`config.mk`:
```
export PLATFORM = sky130hd
export DESIGN_NAME = euc_jp_to_sjis_stream_top
export DESIGN_NICKNAME = d
export VERILOG_FILES = /design/src/sv/ejs_pkg.sv /design/src/sv/ejs_conv.sv /design/src/sv/ejs_rfifo.sv /design/src/sv/euc_jp_to_sjis_stream_top.sv
export SDC_FILE = /design/constraint.sdc
export NUM_CORES = 1
export LEC_CHECK = 0
export BUFFER_PORTS_ARGS = -buffer_cell sky130_fd_sc_hd__buf_2
export CORE_ASPECT_RATIO = 0.9
export CORE_UTILIZATION = 40
export DETAILED_ROUTE_END_ITERATION = 8
export GPL_TIMING_DRIVEN = 0
export PLACE_DENSITY = 0.61
export SLEW_MARGIN = 5
export SYNTH_ARGS = -nofsm -noshare
export SYNTH_HDL_FRONTEND = slang
export SYNTH_HIERARCHICAL = 1
export SYNTH_SLANG_ARGS = --single-unit
```
`constraint.sdc`:
```
create_clock -name clk -period 8.3 [get_ports clk]
set_input_delay 0 -clock clk [delete_from_list [all_inputs] [get_ports clk]]
set_output_delay 0 -clock clk [all_outputs]
set_load 0.1 [all_outputs]
```
`src/sv/ejs_pkg.sv`:
```
`timescale 1ns / 1ps
// Shared types, codes and the pair conversion for the EUC-JP to Shift_JIS stream block.
// No dependencies; every other file of the block refers to this package by scoped names.
package ejs_pkg;

	// Configuration port
	localparam int unsigned ADDR_W = 3;
	localparam int unsigned DATA_W = 32;
	localparam logic REG_DEFAULT_PAIR = 1'b0;
	localparam logic REG_OUT_CAPACITY = 1'b1;
	localparam logic [15:0] DEFAULT_PAIR_RST = 16'h8140;
	localparam logic [15:0] OUT_CAPACITY_RST = 16'd4096;

	// Result queue
	localparam int unsigned RQ_DEPTH = 4;
	localparam int unsigned RQ_AW = $clog2(RQ_DEPTH);
	localparam int unsigned RQ_CW = RQ_AW + 1;

	// Result kinds
	localparam logic [1:0] KIND_DATA = 2'd0;
	localparam logic [1:0] KIND_END = 2'd1;
	localparam logic [1:0] KIND_OVF = 2'd2;

	// Byte codes
	localparam logic [7:0] BYTE_NUL = 8'h00;
	localparam logic [7:0] BYTE_SS2 = 8'h8e;
	localparam logic [7:0] BYTE_SS3 = 8'h8f;
	localparam logic [7:0] LEAD_LO = 8'ha1;
	localparam logic [7:0] LEAD_HI = 8'hfe;

	typedef enum logic [2:0] {
		PH_IDLE    = 3'd0,
		PH_TRAIL   = 3'd1,
		PH_SS2     = 3'd2,
		PH_SS3A    = 3'd3,
		PH_SS3B    = 3'd4,
		PH_DISCARD = 3'd5
	} phase_t;

	typedef struct packed {
		logic [1:0]  kind;
		logic [7:0]  out_byte;
		logic        substituted;
		logic [15:0] out_count;
		logic [15:0] default_count;
		logic        last;
	} res_t;

	// JIS row/cell to Shift_JIS pair, high byte in [15:8]
	function automatic logic [15:0] convert_pair(input logic [7:0] lead, input logic [7:0] trail);
		logic [6:0] row;
		logic [6:0] col;
		logic [7:0] nh;
		logic [7:0] nl;
		row  = lead[6:0];
		col  = trail[6:0];
		nh   = 8'(({1'b0, row} - 8'h21) >> 1) + 8'h81;
		if (nh > 8'h9f) begin
			nh = nh + 8'h40;
		end
		if (row[0]) begin
			nl = {1'b0, col} + 8'h1f;
			if (col > 7'h5f) begin
				nl = nl + 8'h01;
			end
		end else begin
			nl = {1'b0, col} + 8'h7e;
		end
		return {nh, nl};
	endfunction

endpackage

```
`src/sv/ejs_conv.sv`:
```
`timescale 1ns / 1ps
// Per-byte conversion step: sequence state registers and the logic that turns one byte
// into up to two results. Depends on ejs_pkg.
module ejs_conv (
	input  logic                clk,
	input  logic                arst_n,
	input  logic                step_en,
	input  logic [7:0]          data_b,
	input  logic [15:0]         default_pair,
	input  logic [15:0]         out_capacity,
	output logic [1:0]          nres,
	output ejs_pkg::res_t       res0,
	output ejs_pkg::res_t       res1
);

	ejs_pkg::phase_t phase_q, phase_d;
	logic [7:0]  lead_q, lead_d;
	logic [15:0] wcnt_q, wcnt_d;
	logic [15:0] scnt_q, scnt_d;
	logic        ovf_q, ovf_d;

	logic        fits;
	logic [15:0] pair;
	logic [15:0] wc1;
	logic [15:0] wc2;
	logic [15:0] sc1;

	assign fits = ({1'b0, wcnt_q} + 17'd2) <= {1'b0, out_capacity};
	assign pair = ejs_pkg::convert_pair(lead_q, data_b);
	assign wc1  = wcnt_q + 16'd1;
	assign wc2  = wcnt_q + 16'd2;
	assign sc1  = scnt_q + 16'd1;

	always_comb begin
		phase_d = phase_q;
		lead_d  = lead_q;
		wcnt_d  = wcnt_q;
		scnt_d  = scnt_q;
		ovf_d   = ovf_q;
		nres    = 2'd0;
		res0    = '0;
		res1    = '0;
		if (data_b == ejs_pkg::BYTE_NUL) begin
			// end of string: report and clear everything
			res0.kind          = ovf_q ? ejs_pkg::KIND_OVF : ejs_pkg::KIND_END;
			res0.out_count     = wcnt_q;
			res0.default_count = scnt_q;
			res0.last          = 1'b1;
			nres    = 2'd1;
			phase_d = ejs_pkg::PH_IDLE;
			lead_d  = '0;
			wcnt_d  = '0;
			scnt_d  = '0;
			ovf_d   = 1'b0;
		end else begin
			unique case (phase_q)
				ejs_pkg::PH_IDLE: begin
					if (wcnt_q >= out_capacity) begin
						phase_d = ejs_pkg::PH_DISCARD;
					end else if (data_b >= ejs_pkg::LEAD_LO && data_b <= ejs_pkg::LEAD_HI) begin
						lead_d  = data_b;
						phase_d = ejs_pkg::PH_TRAIL;
					end else if (data_b == ejs_pkg::BYTE_SS3) begin
						if (fits) begin
							phase_d = ejs_pkg::PH_SS3A;
						end else begin
							ovf_d   = 1'b1;
							phase_d = ejs_pkg::PH_DISCARD;
						end
					end else if (data_b == ejs_pkg::BYTE_SS2) begin
						phase_d = ejs_pkg::PH_SS2;
					end else begin
						res0.out_byte      = data_b;
						res0.out_count     = wc1;
						res0.default_count = scnt_q;
						res0.last          = 1'b1;
						nres   = 2'd1;
						wcnt_d = wc1;
					end
				end
				ejs_pkg::PH_TRAIL: begin
					if (fits) begin
						res0.out_byte      = pair[15:8];
						res0.out_count     = wc1;
						res0.default_count = scnt_q;
						res1.out_byte      = pair[7:0];
						res1.out_count     = wc2;
						res1.default_count = scnt_q;
						res1.last          = 1'b1;
						nres    = 2'd2;
						wcnt_d  = wc2;
						lead_d  = '0;
						phase_d = ejs_pkg::PH_IDLE;
					end else begin
						ovf_d   = 1'b1;
						phase_d = ejs_pkg::PH_DISCARD;
					end
				end
				ejs_pkg::PH_SS2: begin
					res0.out_byte      = data_b;
					res0.out_count     = wc1;
					res0.default_count = scnt_q;
					res0.last          = 1'b1;
					nres    = 2'd1;
					wcnt_d  = wc1;
					phase_d = ejs_pkg::PH_IDLE;
				end
				ejs_pkg::PH_SS3A: begin
					phase_d = ejs_pkg::PH_SS3B;
				end
				ejs_pkg::PH_SS3B: begin
					if (fits) begin
						res0.out_byte      = default_pair[15:8];
						res0.substituted   = 1'b1;
						res0.out_count     = wc1;
						res0.default_count = sc1;
						res1.out_byte      = default_pair[7:0];
						res1.substituted   = 1'b1;
						res1.out_count     = wc2;
						res1.default_count = sc1;
						res1.last          = 1'b1;
						nres    = 2'd2;
						wcnt_d  = wc2;
						scnt_d  = sc1;
						phase_d = ejs_pkg::PH_IDLE;
					end else begin
						ovf_d   = 1'b1;
						phase_d = ejs_pkg::PH_DISCARD;
					end
				end
				default: begin
					phase_d = ejs_pkg::PH_DISCARD;
				end
			endcase
		end
	end

	always_ff @(posedge clk or negedge arst_n) begin
		if (!arst_n) begin
			phase_q <= ejs_pkg::PH_IDLE;
			lead_q  <= '0;
			wcnt_q  <= '0;
			scnt_q  <= '0;
			ovf_q   <= 1'b0;
		end else if (step_en) begin
			phase_q <= phase_d;
			lead_q  <= lead_d;
			wcnt_q  <= wcnt_d;
			scnt_q  <= scnt_d;
			ovf_q   <= ovf_d;
		end
	end

endmodule

```
`src/sv/ejs_rfifo.sv`:
```
`timescale 1ns / 1ps
// Small result queue: takes up to two results per cycle, hands out one per cycle when popped.
// Depends on ejs_pkg.
module ejs_rfifo (
	input  logic          clk,
	input  logic          arst_n,
	input  logic [1:0]    npush,
	input  ejs_pkg::res_t wdata0,
	input  ejs_pkg::res_t wdata1,
	input  logic          pop,
	output logic          nonempty,
	output logic          room2,
	output ejs_pkg::res_t head
);

	ejs_pkg::res_t mem_q [ejs_pkg::RQ_DEPTH];
	logic [ejs_pkg::RQ_AW-1:0] wr_q;
	logic [ejs_pkg::RQ_AW-1:0] rd_q;
	logic [ejs_pkg::RQ_CW-1:0] cnt_q;
	logic [ejs_pkg::RQ_AW-1:0] wr1;

	assign wr1      = wr_q + ejs_pkg::RQ_AW'(1);
	assign nonempty = cnt_q != '0;
	assign room2    = cnt_q <= ejs_pkg::RQ_CW'(ejs_pkg::RQ_DEPTH - 2);
	assign head     = mem_q[rd_q];

	always_ff @(posedge clk) begin
		if (npush != 2'd0) begin
			mem_q[wr_q] <= wdata0;
		end
		if (npush == 2'd2) begin
			mem_q[wr1] <= wdata1;
		end
	end

	always_ff @(posedge clk or negedge arst_n) begin
		if (!arst_n) begin
			wr_q  <= '0;
			rd_q  <= '0;
			cnt_q <= '0;
		end else begin
			wr_q  <= wr_q + ejs_pkg::RQ_AW'(npush);
			rd_q  <= rd_q + ejs_pkg::RQ_AW'(pop);
			cnt_q <= cnt_q + ejs_pkg::RQ_CW'(npush) - ejs_pkg::RQ_CW'(pop);
		end
	end

endmodule

```
`src/sv/euc_jp_to_sjis_stream_top.sv`:
```
`timescale 1ns / 1ps
// EUC-JP to Shift_JIS stream converter, top level: input register, configuration
// registers, conversion step and result queue. Depends on ejs_pkg, ejs_conv, ejs_rfifo.
//
// Feed EUC-JP bytes of NUL-terminated strings on in_byte; each accepted byte yields zero,
// one or two result items (data bytes, or one end record for the NUL). A byte is taken into
// an input register and converted from there into a four-entry result queue once two slots
// are free; results leave at one item per cycle while res_stall is low, so bytes that give
// zero or one result flow at one byte per cycle, and a converted pair or an SS3 substitute
// yields two output items. The output port bounds the sustained rate: one result item per
// clock. Write default_pair (offset 0x0) and out_capacity (offset 0x4) only while no string
// is in flight; pready is always high.
module euc_jp_to_sjis_stream_top (
	input  logic                         clk,
	input  logic                         arst_n,
	// input channel
	input  logic                         in_valid,
	output logic                         in_stall,
	input  logic [7:0]                   in_byte,
	// result channel
	output logic                         res_valid,
	input  logic                         res_stall,
	output logic [1:0]                   kind,
	output logic [7:0]                   out_byte,
	output logic                         substituted,
	output logic [15:0]                  out_count,
	output logic [15:0]                  default_count,
	output logic                         last,
	// configuration
	input  logic                         psel,
	input  logic                         penable,
	input  logic                         pwrite,
	input  logic [ejs_pkg::ADDR_W-1:0]   paddr,
	input  logic [ejs_pkg::DATA_W-1:0]   pwdata,
	output logic [ejs_pkg::DATA_W-1:0]   prdata,
	output logic                         pready
);

	logic [15:0]   default_pair_q;
	logic [15:0]   out_capacity_q;
	logic          valid_s1;
	logic [7:0]    byte_s1;
	logic          room2;
	logic          step_en;
	logic [1:0]    nres;
	logic [1:0]    npush;
	ejs_pkg::res_t res0;
	ejs_pkg::res_t res1;
	ejs_pkg::res_t head;
	logic          pop;

	// configuration registers; the register index is the word address bit
	assign pready = 1'b1;

	always_ff @(posedge clk or negedge arst_n) begin
		if (!arst_n) begin
			default_pair_q <= ejs_pkg::DEFAULT_PAIR_RST;
			out_capacity_q <= ejs_pkg::OUT_CAPACITY_RST;
		end else if (psel && penable && pwrite && pready) begin
			unique case (paddr[2])
				ejs_pkg::REG_DEFAULT_PAIR: default_pair_q <= pwdata[15:0];
				ejs_pkg::REG_OUT_CAPACITY: out_capacity_q <= pwdata[15:0];
				default:                   default_pair_q <= default_pair_q;
			endcase
		end
	end

	always_comb begin
		unique case (paddr[2])
			ejs_pkg::REG_DEFAULT_PAIR: prdata = {16'd0, default_pair_q};
			ejs_pkg::REG_OUT_CAPACITY: prdata = {16'd0, out_capacity_q};
			default:                   prdata = '0;
		endcase
	end

	// input register: advance the held item into the queue only when two slots are free
	assign step_en  = valid_s1 && room2;
	assign in_stall = valid_s1 && !room2;

	always_ff @(posedge clk or negedge arst_n) begin
		if (!arst_n) begin
			valid_s1 <= 1'b0;
		end else if (in_valid && !in_stall) begin
			valid_s1 <= 1'b1;
		end else if (step_en) begin
			valid_s1 <= 1'b0;
		end
	end

	always_ff @(posedge clk) begin
		if (in_valid && !in_stall) begin
			byte_s1 <= in_byte;
		end
	end

	ejs_conv u_conv (
		.clk          (clk),
		.arst_n       (arst_n),
		.step_en      (step_en),
		.data_b       (byte_s1),
		.default_pair (default_pair_q),
		.out_capacity (out_capacity_q),
		.nres         (nres),
		.res0         (res0),
		.res1         (res1)
	);

	// drop results when the step is not taken
	assign npush = step_en ? nres : 2'd0;
	assign pop   = res_valid && !res_stall;

	ejs_rfifo u_rfifo (
		.clk      (clk),
		.arst_n   (arst_n),
		.npush    (npush),
		.wdata0   (res0),
		.wdata1   (res1),
		.pop      (pop),
		.nonempty (res_valid),
		.room2    (room2),
		.head     (head)
	);

	assign kind          = head.kind;
	assign out_byte      = head.out_byte;
	assign substituted   = head.substituted;
	assign out_count     = head.out_count;
	assign default_count = head.default_count;
	assign last          = head.last;

endmodule

```
### Word-level counts from Yosys, hierarchy flattened

Memories as Yosys holds them, arrays and structs flattened.
Cells that the tools add are included.
W data, S select, Z words.

| cells by class | value |
|---|---|
| add/subtract/negate cells | 15 |
| $lt $le $gt $ge | 7 |
| eq/ne operators | 16 |
| mux-type cells | 73 |
| bitwise logic cells | 1 |
| reductions and logical operators | 28 |

Operators by type and width:

| kind | number |
|---|---|
| $mux W33 | 6 |
| $mux W16 | 9 |
| $pmux W32 S4 | 1 |
| $mux W42 | 2 |
| $mux W8 | 9 |
| $pmux W33 S2 | 1 |
| $pmux W32 S2 | 1 |
| $pmux W16 S3 | 1 |
| $mux W41 | 1 |
| $add A16 B1 Y16 const B | 2 |
| $mux W32 | 1 |
| $pmux W8 S4 | 1 |
| $mux W7 | 4 |
| $mux W3 | 7 |
| $add A16 B2 Y17 const B | 1 |
| $le A17 B16 Y1 | 1 |
| $add A16 B2 Y16 const B | 1 |
| $eq A8 B8 Y1 const B | 2 |
| $ge A16 B16 Y1 | 1 |
| $mux W2 | 8 |
| $pmux W8 S2 | 1 |
| $mux W1 | 14 |
| $pmux W7 S2 | 1 |
| $ne A3 B1 Y1 const B | 4 |
| 39 further kinds | 60 |

| storage, ports and cells | value |
|---|---|
| register bits | 91 |
| bits in writable memories | 176 |
| input bits | 50 |
| output and inout bits | 79 |
| word-level logic and storage cells | 153 |
| memories kept | 1 |

Memories:

| memory | depth | width | rd ports | clocked after memory_dff | write ports | line | RTL |
|---|---|---|---|---|---|---|---|
| u_rfifo.mem_q | 4 | 44 | 1 | 0 | 2 | ejs_rfifo.sv:16 | `ejs_pkg::res_t mem_q [ejs_pkg::RQ_DEPTH];` |

### Longest topological paths before layout

| depth | value |
|---|---|
| depth after elaboration | 11 |
| mapped depth | 25 |
| depth with buffers taken out | 21 |

### Cells and area by module

The synthesis kept the hierarchy.

Modules (own cells, without submodules):

| module | times used | cells an instance | area each (um2) | seq. area each (um2) |
|---|---|---|---|---|
| ejs_rfifo | 1 | 464 | 8891.0 | 5460.2 |
| ejs_conv | 1 | 784 | 5511.5 | 1076.0 |
| euc_jp_to_sjis_stream_top | 1 | 122 | 1915.6 | 1071.0 |

### Worst setup path before layout

No wires, ideal clock.

| timing path | value |
|---|---|
| path type | reg-to-reg |
| start point | register u_conv.wcnt_q[4] |
| end point | memory u_rfifo/mem_q[0][0] in the netlist's numbering (enable) |
| library setup time | 511 ps |
| arrival | 7416 ps |
| required time | 7789 ps |
| setup slack | 373 ps |
| stages on the path, launching flop included | 23 |
| path buffers | 4 |
| clock period less this slack | 7927 ps |
| cell sequence | dfrtp_1 > buf_2 > and3_1 > and3_1 > and3_1 > and3_1 > clkbuf_1 > nand3_1 > xnor2_1 > inv_1 > ha_1 > nand3_1 > nor2_1 > or4_4 > a32o_2 > nor2_1 > nand3_1 > clkbuf_1 > inv_1 > and3_1 > buf_2 > nor2_1 > o31ai_1 |

RTL lines:

| element | line | RTL |
|---|---|---|
| start: declaration | ejs_conv.sv:18 | `logic [15:0] wcnt_q, wcnt_d;` |
| start signal: assignment | ejs_conv.sv:148 | `wcnt_q <= wcnt_d;` |
| end: declaration | ejs_rfifo.sv:16 |  |

==> metrics.md <==
| Metric | Value |
|---|---|
| Post-CTS setup buffers | 0 |
| Die Span X | roughly 210 um |
| Final TNS setup | 0 ns |
| ANT cells | 0 |
| Tot Pwr | 0.00746 W |
| Maximum VDD drop | ~0.23 mV |
| Worst path bufs/invs | 9 |
| Synth Cell Area | ~16,000 um2 |
| I/O pin count | between 100 and 150 |
| CP Data Required Time | 8.57 ns |
| Final Slew Violations | 0 |
| RSZ-0062 raised after global routing | false |
| Global-route wire length before repair | slightly above 70 mm |
| Clk slew on worst S/H paths | 0.06 ns |
| P_leak | 7.56 nW |
| Crit Path Max Fanout | 25 |
| Worst setup path class | flip-flop to flip-flop |
| Post-synth EDFFs | 184 |
| Run status | complete, no violations |
| Period utilisation layout | between 80% and 90% |
| Top_reg_cell synth | edfxtp_1 |
| Gp weighted congestion | 0.922 |
| Syn Area/Cell | between 10 and 15 um2 |
| Arr. time, crit path | 7.58 ns |
| Die height | just under 200 um |
| CTS tree | yes |
| DIE AREA | 41,600 um2 |
| GRT Residual Overflow | 0 |
| CP max stage delay | about 0.54 ns |
| Seq/Total Area, Yosys | ~47% |
| Hold Crit Class | primary input to asynchronous set/reset pin |
| Crit-path leading delay family | simple AND/OR/NAND/NOR gates |
| Routed Antenna Nets | 0 |
| Post-route insts no fill | between 2k and 2.5k |
| DR WL/cell | 22.1 um |
| Final min period | 7.31 ns |
| Via density | 5.73 |
| Vias | 12.1k |
| Skew-Pair Late Insertion Delay | 0.57 ns |
| Power per Cell Area | 392 nW/um2 |
| DRC Markers | 0 |
| Fin Clk Skew | between 0.01 and 0.015 ns |
| Vias in the first global route | 11.8k |
| Most frequent cells in the layout | mux2_2 (216), edfxtp_1 (184), buf_2 (119) |
| CTS Buffer Depth | 3 |
| #FFs+latches synth | 267 |
| Crit start category | flip-flop |
| Drt pass-1 iters | 6 |
| Slowest CP cell | dfrtp_1 |
| Area growth syn-to-layout | 16.6% |
| Initial antenna violation count | 0 |
| Worst-margin pin slew | 1.11 ns |
| Fillers | 3,632 |
| GR Util All Layers | 22.2% |
| DP HPWL | 33.5 mm |
| # setup viols final | 0 |
| Port Buffers | 92 |
| CP Capture Type | flip-flop |
| Unique masters post-synth | 81 |
| Layout cells sized above 1 | 32.4% |
| Largest net degree at the start of global routing | 43 |
| Most common cell after layout, fill and taps aside | mux2_2 |
| CTS Buf Count | 30 |
| Post-synth ARST share | a little under a third |
| Depth of the CTS H-tree | 1 |
| Nets | 1,653 |
| Cells after Synth | 1,370 |
| Yosys warns | 6 |
| Post-Place Cells | 2,020 |
| Max frequency | roughly 140 MHz |
| Slew headroom | 25.7% |
| Maxcap violations | 0 |
| Final WL | 46.7 mm |
| Core footprint | approximately 40,000 um2 |
| Clock Root Buffer | clkbuf_16 |
| CTS Sinks | approximately 270 |
| # rows | 69 |
| Starting Density | about two fifths |
| Starting DRC count in detailed routing | ~1.1k |
| Final Hold Viols | 0 |
[Yosys cell counts, types with 9 or more instances]
cell type,instances,share of area (%)
nor3_1,25,0.77
and2_1,11,0.42
nor2b_1,23,0.88
a22oi_1,15,0.69
nand3_1,31,0.95
mux4_2,44,6.1
and3_1,19,0.73
nand2_1,76,1.7
mux2_4,10,0.92
nor2_1,72,1.7
xor2_1,13,0.70
nand2b_1,13,0.50
buf_4,27,1.2
edfxtp_1,184,34
o31ai_1,9,0.41
a21oi_1,60,1.8
o21ai_0,88,2.7
inv_1,43,0.99
buf_2,28,0.86
xnor2_1,18,0.97
or3_1,11,0.42
o2bb2ai_1,10,0.54
ha_1,48,3.7
dfrtp_1,79,12
mux2_2,216,15
clkbuf_1,43,0.99
[routing by layer]
layer	GRT usage, %	share of wire [%]	vias up
li1	-	-	5556
met1	31.2	45	6010
met2	35.9	47	455
met3	3.39	6.2	70
met4	5.37	2.5	0
met5	0	0	-
[registers in the layout, summed over array words and instances (netlist names)]
signal and count:
valid_s1 1, u_conv/wcnt_q 16, u_rfifo/mem_q 176, byte_s1 8, u_rfifo/rd_q 2, u_conv/ovf_q 1, u_conv/scnt_q 16, u_conv/lead_q 7
u_conv/phase_q 3, out_capacity_q 16, u_rfifo/cnt_q 3, u_rfifo/wr_q 2, default_pair_q 16
[path summary, 6_finish.rpt]
check,slack [ns],depth (start not counted),startpoint,endpoint
max in group asynchronous,8.00,3,arst_n,u_conv/scnt_q[7]$_DFFE_PN0P_
worst max register to register,0.99,25,u_conv/wcnt_q[2]$_DFFE_PN0P_,u_rfifo/mem_q[2][29]$_DFFE_PP_
min in group clk,0.08,4,pwrite,out_capacity_q[10]$_DFFE_PN0P_
worst min register to register,0.49,1,u_rfifo/rd_q[0]$_DFF_PN0_,u_rfifo/rd_q[0]$_DFF_PN0_
worst min-delay path,0.03,2,arst_n,default_pair_q[15]$_DFFE_PN1P_
worst max-delay path,0.99,25,u_conv/wcnt_q[2]$_DFFE_PN0P_,u_rfifo/mem_q[2][29]$_DFFE_PP_
[worst reg2reg max path, delay by kind of cell, from the launching register on]
kind	cells	cell delay [ns]
DFF	1	0.54
adders and majority gates	2	0.62
xor gates and xnor gates	1	0.44
AOI/OAI and AO/OA	2	0.52
and+or+nand+nor	11	2.66
buffers and inverters	9	2.21
[power breakdown]
| group | internal [W] | total (W) | leakage [nW] | switching (W) |
|---|---|---|---|---|
| clock network | 0.000694 | 0.00124 | 0.439 | 0.000542 |
| registers | 0.00187 | 0.00202 | 2.82 | 0.000155 |
| logic | 0.00119 | 0.00420 | 4.30 | 0.00301 |
[through the flow]
stage	area (um2)	hold slack [ns]	utilization (%)	setup slack (ns)
after global routing	19000	0.0238	47.7	0.608
after detailed placement	17800	0.0443	44.6	1.04
final	19000	0.0308	47.7	0.986
after floorplan	16400	-0.296	-	0.373
after global placement	17500	0.177	43.9	-3.89
after CTS	19000	0.0134	47.7	1.01
[area by class of cell]
class	instances	area (um2)	area share (%)
inverters	44	165	0.868
clock inverters	18	123	0.645
flip-flops and latches	267	7610	40.0
plain buffers	111	614	3.23
repair buffers	136	1040	5.45
clock buffers	38	781	4.10
multi-input cells	964	8030	42.2
well taps	532	666	3.50
[timing repair]
item,CTS,global route
hold endpoints to repair,134,0
hold buffers,34,0
resized for setup,0,0
[cell families after synthesis]
logic type,after synthesis,synth area share [%]
buf+inv,155,4.78
flops,267,46.6
xor+xnor,31,1.66
mux,275,22.2
simple gates,327,10.7
fa+ha+maj,49,3.80
compound gates,263,10.2
other cells,3,0.0690
Note: power is estimated with default switching activity, not from simulation.
